**config.mk**
```make
export PLATFORM = sky130hd
export DESIGN_NAME = quicksort_block_sorter_core
export DESIGN_NICKNAME = d
export VERILOG_FILES = /design/src/design/qsbs_pkg.sv /design/src/design/qsbs_dpath.sv /design/src/design/qsbs_ctrl.sv /design/src/design/quicksort_block_sorter_core.sv
export SDC_FILE = /design/constraint.sdc
export NUM_CORES = 2
export LEC_CHECK = 0
export BUFFER_PORTS_ARGS = -buffer_cell sky130_fd_sc_hd__buf_4
export CORE_MARGIN = 2
export CORE_UTILIZATION = 45
export DETAILED_ROUTE_END_ITERATION = 6
export PLACE_DENSITY = 0.66
export SLEW_MARGIN = 30
export SYNTH_ARGS = -nofsm -noshare
export SYNTH_HDL_FRONTEND = slang
export SYNTH_HIERARCHICAL = 1
export SYNTH_SLANG_ARGS = --single-unit
```
**constraint.sdc**
```tcl
create_clock -name aclk -period 9.79 [get_ports aclk]
set_clock_uncertainty 0.2 [all_clocks]
set_input_delay 0.979 -clock aclk [delete_from_list [all_inputs] [get_ports aclk]]
set_output_delay 0.979 -clock aclk [all_outputs]
set_load 0.02 [all_outputs]
```
**src/design/qsbs_pkg.sv**
```systemverilog
// ----------------------------------------------------------------------------
// qsbs_pkg
// Shared constants, command and status types for the quicksort block sorter.
// ----------------------------------------------------------------------------
`default_nettype none

package qsbs_pkg;

    localparam int MAX_ITEMS_DEF   = 64;
    localparam int VALUE_WIDTH_DEF = 32;

    // Element store read address select
    typedef logic [1:0] addr_sel_t;
    localparam addr_sel_t ADDR_I     = 2'd0;
    localparam addr_sel_t ADDR_J     = 2'd1;
    localparam addr_sel_t ADDR_FIRST = 2'd2;
    localparam addr_sel_t ADDR_K     = 2'd3;

    // Controller to datapath commands
    typedef struct packed {
        logic      load_wr;     // input word accepted: store or flag overflow
        logic      cnt_clr;     // block done: clear count and overflow flag
        logic      push_init;   // push the whole block range
        logic      pop;         // pop one range
        logic      latch_range; // take popped range into first/last
        logic      latch_piv;   // take pivot, set i/j to range ends
        logic      i_inc;
        logic      j_dec;
        logic      latch_vi;
        logic      latch_vj;
        logic      wr_i;        // store[i] <= value at j
        logic      wr_j;        // store[j] <= value at i
        logic      wr_first;    // store[first] <= value at j
        logic      wr_jpiv;     // store[j] <= pivot
        logic      push_l;
        logic      push_r;
        logic      k_clr;
        logic      k_inc;
        logic      out_load;
        addr_sel_t addr_sel;
    } cmd_t;

    // Datapath to controller status
    typedef struct packed {
        logic n_lt2;
        logic sp_zero;
        logic range_bad;
        logic i_adv;
        logic j_adv;
        logic i_lt_j;
        logic push_l_ok;
        logic push_r_ok;
        logic k_last;
        logic out_free;
    } sts_t;

endpackage

`default_nettype wire

```
**src/design/qsbs_dpath.sv**
```systemverilog
// ----------------------------------------------------------------------------
// qsbs_dpath
// Element store, range stack, partition indices and output word register.
// ----------------------------------------------------------------------------
`default_nettype none

module qsbs_dpath #(
    parameter int MAX_ITEMS   = qsbs_pkg::MAX_ITEMS_DEF,
    parameter int VALUE_WIDTH = qsbs_pkg::VALUE_WIDTH_DEF
) (
    input  wire logic                   aclk,
    input  wire logic                   aresetn,
    input  wire qsbs_pkg::cmd_t         cmd,
    output qsbs_pkg::sts_t              sts,
    input  wire logic [VALUE_WIDTH-1:0] in_value,
    input  wire logic                   m_ready,
    output logic                        out_valid,
    output logic [VALUE_WIDTH-1:0]      out_value,
    output logic                        out_last,
    output logic                        out_ovf
);

    localparam int IDX_W = (MAX_ITEMS > 1) ? $clog2(MAX_ITEMS) : 1;
    localparam int CNT_W = $clog2(MAX_ITEMS + 1);
    localparam int RNG_W = 2 * IDX_W;

    logic [VALUE_WIDTH-1:0] elem_mem  [MAX_ITEMS];
    logic [RNG_W-1:0]       stack_mem [MAX_ITEMS];

    logic [CNT_W-1:0]       cnt_reg;
    logic                   ovf_reg;
    logic [CNT_W-1:0]       sp_reg;
    logic [IDX_W-1:0]       first_reg, last_reg, i_reg, j_reg, k_reg;
    logic [VALUE_WIDTH-1:0] piv_reg, vi_reg, vj_reg, rd_data_reg;
    logic [RNG_W-1:0]       stk_rd_reg;
    logic                   out_valid_reg, out_last_reg, out_ovf_reg;
    logic [VALUE_WIDTH-1:0] out_value_reg;

    logic                   full;
    logic                   mem_we;
    logic [IDX_W-1:0]       mem_wa, mem_ra;
    logic [VALUE_WIDTH-1:0] mem_wd;
    logic                   stk_we;
    logic [RNG_W-1:0]       stk_wd;
    logic [IDX_W-1:0]       stk_rd_idx;
    logic [IDX_W-1:0]       stk_lo, stk_hi;
    logic                   sp_room;

    assign full       = (cnt_reg == CNT_W'(MAX_ITEMS));
    assign stk_rd_idx = IDX_W'(sp_reg - CNT_W'(1));
    assign stk_lo     = stk_rd_reg[RNG_W-1:IDX_W];
    assign stk_hi     = stk_rd_reg[IDX_W-1:0];
    assign sp_room    = (sp_reg < CNT_W'(MAX_ITEMS));

    // Element store write port
    always_comb begin
        mem_we = 1'b0;
        mem_wa = i_reg;
        mem_wd = vj_reg;
        if (cmd.load_wr && !full) begin
            mem_we = 1'b1;
            mem_wa = cnt_reg[IDX_W-1:0];
            mem_wd = in_value;
        end else if (cmd.wr_i) begin
            mem_we = 1'b1;
            mem_wa = i_reg;
            mem_wd = vj_reg;
        end else if (cmd.wr_j) begin
            mem_we = 1'b1;
            mem_wa = j_reg;
            mem_wd = vi_reg;
        end else if (cmd.wr_first) begin
            mem_we = 1'b1;
            mem_wa = first_reg;
            mem_wd = vj_reg;
        end else if (cmd.wr_jpiv) begin
            mem_we = 1'b1;
            mem_wa = j_reg;
            mem_wd = piv_reg;
        end
    end

    // Element store read port
    always_comb begin
        case (cmd.addr_sel)
            qsbs_pkg::ADDR_I:     mem_ra = i_reg;
            qsbs_pkg::ADDR_J:     mem_ra = j_reg;
            qsbs_pkg::ADDR_FIRST: mem_ra = first_reg;
            qsbs_pkg::ADDR_K:     mem_ra = k_reg;
            default:              mem_ra = i_reg;
        endcase
    end

    always_ff @(posedge aclk) begin
        if (mem_we) begin
            elem_mem[mem_wa] <= mem_wd;
        end
        rd_data_reg <= elem_mem[mem_ra];
    end

    // Range stack: entry is {lo, hi}
    always_comb begin
        stk_we = cmd.push_init | cmd.push_l | cmd.push_r;
        stk_wd = {first_reg, IDX_W'(j_reg - IDX_W'(1))};
        if (cmd.push_init) begin
            stk_wd = {IDX_W'(0), IDX_W'(cnt_reg - CNT_W'(1))};
        end else if (cmd.push_r) begin
            stk_wd = {IDX_W'(j_reg + IDX_W'(1)), last_reg};
        end
    end

    always_ff @(posedge aclk) begin
        if (stk_we) begin
            stack_mem[sp_reg[IDX_W-1:0]] <= stk_wd;
        end
        stk_rd_reg <= stack_mem[stk_rd_idx];
    end

    // Control counters
    always_ff @(posedge aclk) begin
        if (!aresetn) begin
            cnt_reg <= '0;
            ovf_reg <= 1'b0;
            sp_reg  <= '0;
        end else begin
            if (cmd.cnt_clr) begin
                cnt_reg <= '0;
                ovf_reg <= 1'b0;
            end else if (cmd.load_wr) begin
                if (full) begin
                    ovf_reg <= 1'b1;
                end else begin
                    cnt_reg <= cnt_reg + CNT_W'(1);
                end
            end
            if (stk_we) begin
                sp_reg <= sp_reg + CNT_W'(1);
            end else if (cmd.pop) begin
                sp_reg <= sp_reg - CNT_W'(1);
            end
        end
    end

    // Partition indices and held values
    always_ff @(posedge aclk) begin
        if (cmd.latch_range) begin
            first_reg <= stk_lo;
            last_reg  <= stk_hi;
        end
        if (cmd.latch_piv) begin
            piv_reg <= rd_data_reg;
            i_reg   <= first_reg;
            j_reg   <= last_reg;
        end else begin
            if (cmd.i_inc) begin
                i_reg <= i_reg + IDX_W'(1);
            end
            if (cmd.j_dec) begin
                j_reg <= j_reg - IDX_W'(1);
            end
        end
        if (cmd.latch_vi) begin
            vi_reg <= rd_data_reg;
        end
        if (cmd.latch_vj) begin
            vj_reg <= rd_data_reg;
        end
        if (cmd.k_clr) begin
            k_reg <= '0;
        end else if (cmd.k_inc) begin
            k_reg <= k_reg + IDX_W'(1);
        end
    end

    // Output word register
    always_ff @(posedge aclk) begin
        if (!aresetn) begin
            out_valid_reg <= 1'b0;
        end else if (cmd.out_load) begin
            out_valid_reg <= 1'b1;
        end else if (m_ready) begin
            out_valid_reg <= 1'b0;
        end
    end

    always_ff @(posedge aclk) begin
        if (cmd.out_load) begin
            out_value_reg <= rd_data_reg;
            out_last_reg  <= sts.k_last;
            out_ovf_reg   <= ovf_reg;
        end
    end

    assign out_valid = out_valid_reg;
    assign out_value = out_value_reg;
    assign out_last  = out_last_reg;
    assign out_ovf   = out_ovf_reg;

    // Status
    always_comb begin
        sts.n_lt2     = (cnt_reg < CNT_W'(2));
        sts.sp_zero   = (sp_reg == '0);
        sts.range_bad = (stk_lo >= stk_hi) || (CNT_W'(stk_hi) >= CNT_W'(MAX_ITEMS));
        sts.i_adv     = ($signed(rd_data_reg) <= $signed(piv_reg)) && (i_reg < last_reg);
        sts.j_adv     = ($signed(rd_data_reg) > $signed(piv_reg)) && (j_reg > first_reg);
        sts.i_lt_j    = (i_reg < j_reg);
        sts.push_l_ok = (CNT_W'(j_reg) > CNT_W'(first_reg) + CNT_W'(1)) && sp_room;
        sts.push_r_ok = (CNT_W'(j_reg) + CNT_W'(1) < CNT_W'(last_reg)) && sp_room;
        sts.k_last    = (CNT_W'(k_reg) == cnt_reg - CNT_W'(1));
        sts.out_free  = !out_valid_reg || m_ready;
    end

endmodule

`default_nettype wire

```
**src/design/qsbs_ctrl.sv**
```systemverilog
// ----------------------------------------------------------------------------
// qsbs_ctrl
// Sequencer for load, quicksort partition passes and sorted emission.
// ----------------------------------------------------------------------------
`default_nettype none

module qsbs_ctrl (
    input  wire logic           aclk,
    input  wire logic           aresetn,
    input  wire logic           s_valid,
    input  wire logic           s_last,
    output logic                s_ready,
    input  wire qsbs_pkg::sts_t sts,
    output qsbs_pkg::cmd_t      cmd
);

    localparam logic [4:0] S_LOAD  = 5'd0;
    localparam logic [4:0] S_INIT  = 5'd1;
    localparam logic [4:0] S_POP   = 5'd2;
    localparam logic [4:0] S_POPW  = 5'd3;
    localparam logic [4:0] S_PIVR  = 5'd4;
    localparam logic [4:0] S_PIVL  = 5'd5;
    localparam logic [4:0] S_OUTER = 5'd6;
    localparam logic [4:0] S_RDI   = 5'd7;
    localparam logic [4:0] S_CHKI  = 5'd8;
    localparam logic [4:0] S_RDJ   = 5'd9;
    localparam logic [4:0] S_CHKJ  = 5'd10;
    localparam logic [4:0] S_SWI   = 5'd11;
    localparam logic [4:0] S_SWJ   = 5'd12;
    localparam logic [4:0] S_FINA  = 5'd13;
    localparam logic [4:0] S_FINB  = 5'd14;
    localparam logic [4:0] S_PUSHL = 5'd15;
    localparam logic [4:0] S_PUSHR = 5'd16;
    localparam logic [4:0] S_EMRD  = 5'd17;
    localparam logic [4:0] S_EMLD  = 5'd18;

    logic [4:0] state_reg, state_next;

    assign s_ready = (state_reg == S_LOAD);

    always_comb begin
        cmd        = '0;
        cmd.addr_sel = qsbs_pkg::ADDR_I;
        state_next = state_reg;
        case (state_reg)
            S_LOAD: begin
                if (s_valid) begin
                    cmd.load_wr = 1'b1;
                    if (s_last) begin
                        state_next = S_INIT;
                    end
                end
            end
            S_INIT: begin
                cmd.k_clr = 1'b1;
                if (sts.n_lt2) begin
                    state_next = S_EMRD;
                end else begin
                    cmd.push_init = 1'b1;
                    state_next    = S_POP;
                end
            end
            S_POP: begin
                if (sts.sp_zero) begin
                    state_next = S_EMRD;
                end else begin
                    cmd.pop    = 1'b1;
                    state_next = S_POPW;
                end
            end
            S_POPW: begin
                cmd.latch_range = 1'b1;
                state_next      = sts.range_bad ? S_POP : S_PIVR;
            end
            S_PIVR: begin
                cmd.addr_sel = qsbs_pkg::ADDR_FIRST;
                state_next   = S_PIVL;
            end
            S_PIVL: begin
                cmd.latch_piv = 1'b1;
                state_next    = S_OUTER;
            end
            S_OUTER: begin
                state_next = sts.i_lt_j ? S_RDI : S_FINA;
            end
            S_RDI: begin
                cmd.addr_sel = qsbs_pkg::ADDR_I;
                state_next   = S_CHKI;
            end
            S_CHKI: begin
                cmd.latch_vi = 1'b1;
                if (sts.i_adv) begin
                    cmd.i_inc  = 1'b1;
                    state_next = S_RDI;
                end else begin
                    state_next = S_RDJ;
                end
            end
            S_RDJ: begin
                cmd.addr_sel = qsbs_pkg::ADDR_J;
                state_next   = S_CHKJ;
            end
            S_CHKJ: begin
                cmd.latch_vj = 1'b1;
                if (sts.j_adv) begin
                    cmd.j_dec  = 1'b1;
                    state_next = S_RDJ;
                end else if (sts.i_lt_j) begin
                    state_next = S_SWI;
                end else begin
                    state_next = S_FINA;
                end
            end
            S_SWI: begin
                cmd.wr_i   = 1'b1;
                state_next = S_SWJ;
            end
            S_SWJ: begin
                cmd.wr_j   = 1'b1;
                state_next = S_OUTER;
            end
            S_FINA: begin
                cmd.wr_first = 1'b1;
                state_next   = S_FINB;
            end
            S_FINB: begin
                cmd.wr_jpiv = 1'b1;
                state_next  = S_PUSHL;
            end
            S_PUSHL: begin
                cmd.push_l = sts.push_l_ok;
                state_next = S_PUSHR;
            end
            S_PUSHR: begin
                cmd.push_r = sts.push_r_ok;
                state_next = S_POP;
            end
            S_EMRD: begin
                cmd.addr_sel = qsbs_pkg::ADDR_K;
                state_next   = S_EMLD;
            end
            S_EMLD: begin
                cmd.addr_sel = qsbs_pkg::ADDR_K;
                if (sts.out_free) begin
                    cmd.out_load = 1'b1;
                    if (sts.k_last) begin
                        cmd.cnt_clr = 1'b1;
                        state_next  = S_LOAD;
                    end else begin
                        cmd.k_inc  = 1'b1;
                        state_next = S_EMRD;
                    end
                end
            end
            default: begin
                state_next = S_LOAD;
            end
        endcase
    end

    always_ff @(posedge aclk) begin
        if (!aresetn) begin
            state_reg <= S_LOAD;
        end else begin
            state_reg <= state_next;
        end
    end

endmodule

`default_nettype wire

```
**src/design/quicksort_block_sorter_core.sv**
```systemverilog
// ----------------------------------------------------------------------------
// quicksort_block_sorter_core
// Collects a block of signed words, sorts it ascending, streams it back out.
// ----------------------------------------------------------------------------
// Usage:
//   Send a block of signed values on the s_ channel, one word per beat, with
//   s_tlast on the final word. Up to MAX_ITEMS words are kept; later words of
//   the same block are dropped and the block's overflow flag is set.
//   After the word with s_tlast, s_tready drops while the block is sorted in
//   place by quicksort (first element as pivot, two-index partition, range
//   stack in a small memory instead of recursion).
//   Then every kept word leaves on the m_ channel in ascending order; m_tlast
//   marks the largest and m_tuser carries the overflow flag on every word.
// Sequence:
//   Loading accepts one word per cycle. Each scan step of a partition goes
//   through the single read port of the element store (S_RDI then S_CHKI,
//   or S_RDJ then S_CHKJ), each swap through two writes and the loop test
//   (S_SWI, S_SWJ, S_OUTER), each partition through S_POP, S_POPW, S_PIVR,
//   S_PIVL, S_FINA, S_FINB, S_PUSHL and S_PUSHR. Each emitted word passes
//   through S_EMRD and S_EMLD.
// Reset and stall:
//   aresetn (synchronous, active low) empties the block and clears m_tvalid.
//   A stalled receiver holds the output word and pauses emission; loading of
//   the next block starts while the last sorted word still waits on m_.
// ----------------------------------------------------------------------------
`default_nettype none

module quicksort_block_sorter_core #(
    parameter  int MAX_ITEMS   = qsbs_pkg::MAX_ITEMS_DEF,
    parameter  int VALUE_WIDTH = qsbs_pkg::VALUE_WIDTH_DEF,
    localparam int TDATA_W     = ((VALUE_WIDTH + 7) / 8) * 8
) (
    input  wire logic               aclk,
    input  wire logic               aresetn,
    // input words
    input  wire logic               s_tvalid,
    output logic                    s_tready,
    input  wire logic [TDATA_W-1:0] s_tdata,   // [VALUE_WIDTH-1:0] value
    input  wire logic               s_tlast,   // last_item
    // sorted words
    output logic                    m_tvalid,
    input  wire logic               m_tready,
    output logic [TDATA_W-1:0]      m_tdata,   // [VALUE_WIDTH-1:0] sorted_value
    output logic                    m_tlast,   // last_out
    output logic                    m_tuser    // [0] overflow
);

    qsbs_pkg::cmd_t         cmd;
    qsbs_pkg::sts_t         sts;
    logic [VALUE_WIDTH-1:0] out_value;

    // Sequence load, partition passes and emission
    qsbs_ctrl u_ctrl (
        .aclk    (aclk),
        .aresetn (aresetn),
        .s_valid (s_tvalid),
        .s_last  (s_tlast),
        .s_ready (s_tready),
        .sts     (sts),
        .cmd     (cmd)
    );

    // Hold the block, the range stack and the output word
    qsbs_dpath #(
        .MAX_ITEMS   (MAX_ITEMS),
        .VALUE_WIDTH (VALUE_WIDTH)
    ) u_dpath (
        .aclk      (aclk),
        .aresetn   (aresetn),
        .cmd       (cmd),
        .sts       (sts),
        .in_value  (s_tdata[VALUE_WIDTH-1:0]),
        .m_ready   (m_tready),
        .out_valid (m_tvalid),
        .out_value (out_value),
        .out_last  (m_tlast),
        .out_ovf   (m_tuser)
    );

    // Zero-fill the word up to whole bytes
    assign m_tdata = TDATA_W'(out_value);

endmodule

`default_nettype wire

```
==> results by group <==
Critical path
  – Arrival @ worst endpoint: 6.92 ns
  – Worst Path Max Fanout: 172
  – Worst setup path category: reg -> reg
  – Worst endpoint required time: 10.32 ns
  – R2r setup slk: 3.40 ns
  – Critical path startpoint category: flop
  – Worst Setup End Kind: flop

Cells and area
  – Final Cell Area: 136,000 um2
  – Reg with most FFs: u_dpath/elem_mem
  – Final Instance Count excl. Fillers: 11.1k
  – Post-Route Utilization: 51.4%
  – Fillers: 21.0k
  – Synth-to-layout area growth: 13.3%
  – Max FFs per register: 2,048
  – Nets: 7,465
  – Layout cells sized above 1: 16.9%

Logic synthesis
  – Area leader, netlist: edfxtp_1
  – Ys Warns: 6
  – Most used flip-flop cell after synthesis: edfxtp_1
  – Ranking of synthesized cells by area: edfxtp_1, mux4_2, mux2i_1
  – Number of enable flip-flop cells after synthesis: 2,970
  – Post-synth ARST share: 0%
  – Syn Inst Count: between 7k and 8k
  – Sequential share of the synthesized area: 75.2%
  – Synthesized area: roughly 120,000 um2
  – Synthesized Nets: 7,292
  – Most frequent cell after synthesis: edfxtp_1
  – Area share of the largest cell type after synthesis: approximately 74%
  – Avg Inst Size Synth: around 17 um2
  – #FFs+latches synth: 3,041
  – Synth top cells by count: edfxtp_1, nand2_1, mux2i_1, mux4_2, nor2_1
  – Unique masters post-synth: 89

Clock network
  – CTS clock-pin slew for the worst setup and hold paths: 0.06 ns
  – Root buf cell: clkbuf_16
  – TritonCTS Buffers: a little over 300
  – CTS tree: done
  – Setup bufs post-CTS: 0
  – Hold buffer count at cts: 0
  – Skew-Pair Late Insertion Delay: 0.90 ns
  – Cts repair resizes: 0
  – Max clock buf depth: 4
  – H-tree depth: 5
  – CTS sink count: 3,041

Die
  – Cell row count: 189
  – Core area: 266,000 um2
  – Die ar.: approximately 270,000 um2
  – Die Y: 521 um
  – Initial core utilization: 45.3%
  – Die W: 521 um
  – # IOs: 73

Routing
  – Via count: between 60k and 70k
  – DRT iter0 DRCs: 10.8k
  – DRC violations left: 7
  – Vias per Instance: about 6.2
  – Routed WL: 337,000 um
  – Antenna-violating nets left: 0
  – Drt pass-1 iters: 7
  – Wire per inst: around 30 um

STA
  – Tmin final: 6.39 ns
  – Unrepaired setup endpoints after global routing: false
  – Final period util: 65.3%
  – Max-slew violation count: 0
  – Setup TNS: 0 ns
  – Fmax: 0.156 GHz
  – Slew of the pin with the lowest slew margin: 1.12 ns
  – Tightest hold margin: 0.227 ns
  – Fin. Hold Viols: 0
  – Final setup viols: 0
  – Worst slew margin: 25.3%

Place
  – Area after DPL: 127,000 um2
  – Placed cell count: 10.6k
  – Hpwl dp: around 190,000 um
  – IO Port Bufs: 72
  – Routability cong.: 0.897

Power and ir drop
  – Maximum vdd drop: 0.000192 V
  – Power density over the cells: 207 nW/um2
  – LEAKAGE: 0.0439 uW

GRT
  – Largest net degree at the start of global routing: 173
  – First-pass GRT wire length: 481,000 um
  – Initial antenna violation count: 20
  – Total GRT Usage: 24.4%
  – Vias in the first global route: 66.5k
  – Total grt overflow: 0

Run
  – Max_cap viols: 0

Worst hold path
  – Class of the worst hold path: reg -> reg

Outcome
  – Outcome: complete, but fails checks
  – Failing checks: DRC
[worst max-delay path, cell delays in order, from the launching register on]
cell	delay (ns)
dfxtp_1	0.69
nor2b_1	0.28
o21ai_0	0.19
o22a_1	0.28
nor2_2	0.55
mux4_4	0.92
buf_4	0.41
buf_12	0.31
a211oi_1	0.34
a31oi_1	0.12
o2111ai_1	0.98
nand4_1	0.37
or3_1	0.46
[placed cells by master, fill, tap and decap left out, types with 132 or more instances in the layout]
cell type,n
nor2_1,138
mux4_2,300
clkbuf_16,310
mux2i_1,375
a311oi_1,132
o221ai_1,156
nand3_1,217
buf_4,294
nand2_1,958
a211oi_1,135
edfxtp_1,2970
[layout make-up]
type,instances,area (um2),area share (%)
Multi-Input combinational cell,3619,29000,21.2
Antenna cell,9,22.5,0.0165
Clock inverter,165,1520,1.12
Inverter,73,275,0.202
Tap cell,3533,4420,3.24
Timing Repair Buffer,313,2550,1.87
Sequential cell,3041,90600,66.4
Clock buffer,375,8030,5.89
[layer usage]
| metal | track usage (%) | vias up | wire length, um |
|---|---|---|---|
| met5 | 0 | - | 27 |
| met2 | 37.3 | 4330 | 154000 |
| li1 | - | 28800 | - |
| met3 | 5.07 | 620 | 40500 |
| met1 | 34.8 | 35600 | 130000 |
| met4 | 8.60 | 4 | 12400 |
[stage by stage]
| step | setup slack [ns] | total power, uW |
|---|---|---|
| floorplan | 3.74 | 16200 |
| global route | 3.26 | 29000 |
| global placement | 2.39 | 17100 |
| detailed placement | 3.28 | 17100 |
| finish | 3.40 | 28200 |
| CTS | 3.26 | 28300 |
[worst paths after layout]
check | startpoint | end | depth (start not counted)
setup / recovery | u_ctrl/state_reg[0]$_SDFFE_PN0P_ | u_dpath/rd_data_reg[30]$_DFF_P_ | 12
hold / removal | u_dpath/stk_rd_reg[1]$_DFF_P_ | u_dpath/last_reg[1]$_DFFE_PP_ | 0
setup reg to reg | u_ctrl/state_reg[0]$_SDFFE_PN0P_ | u_dpath/rd_data_reg[30]$_DFF_P_ | 12
hold reg to reg | u_dpath/stk_rd_reg[1]$_DFF_P_ | u_dpath/last_reg[1]$_DFFE_PP_ | 0
[where the power goes]
group	leakage [uW]	total [uW]	switching, uW	internal (uW)
Combinational	0.0120	2020	1480	536
Clock	0.00466	11400	4860	6500
Sequential	0.0272	14900	116	14800
[kinds of logic (layout without fill, tap and decap cells)]
| logic type | count (synthesis) | after routing | share of synthesized area [%] |
|---|---|---|---|
| DFF | 3041 | 3041 | 75.2 |
| and+or+nand+nor | 1809 | 1809 | 6.66 |
| AOI/OAI and AO/OA | 1000 | 1000 | 6.16 |
| muxes | 695 | 695 | 8.99 |
| buffers and inverters | 520 | 926 | 1.88 |
| adders and majority gates | 75 | 75 | 0.779 |
| xor gates and xnor gates | 40 | 40 | 0.291 |
| other | 0 | 9 | 0 |
Note: power is estimated with default switching activity, not from simulation.
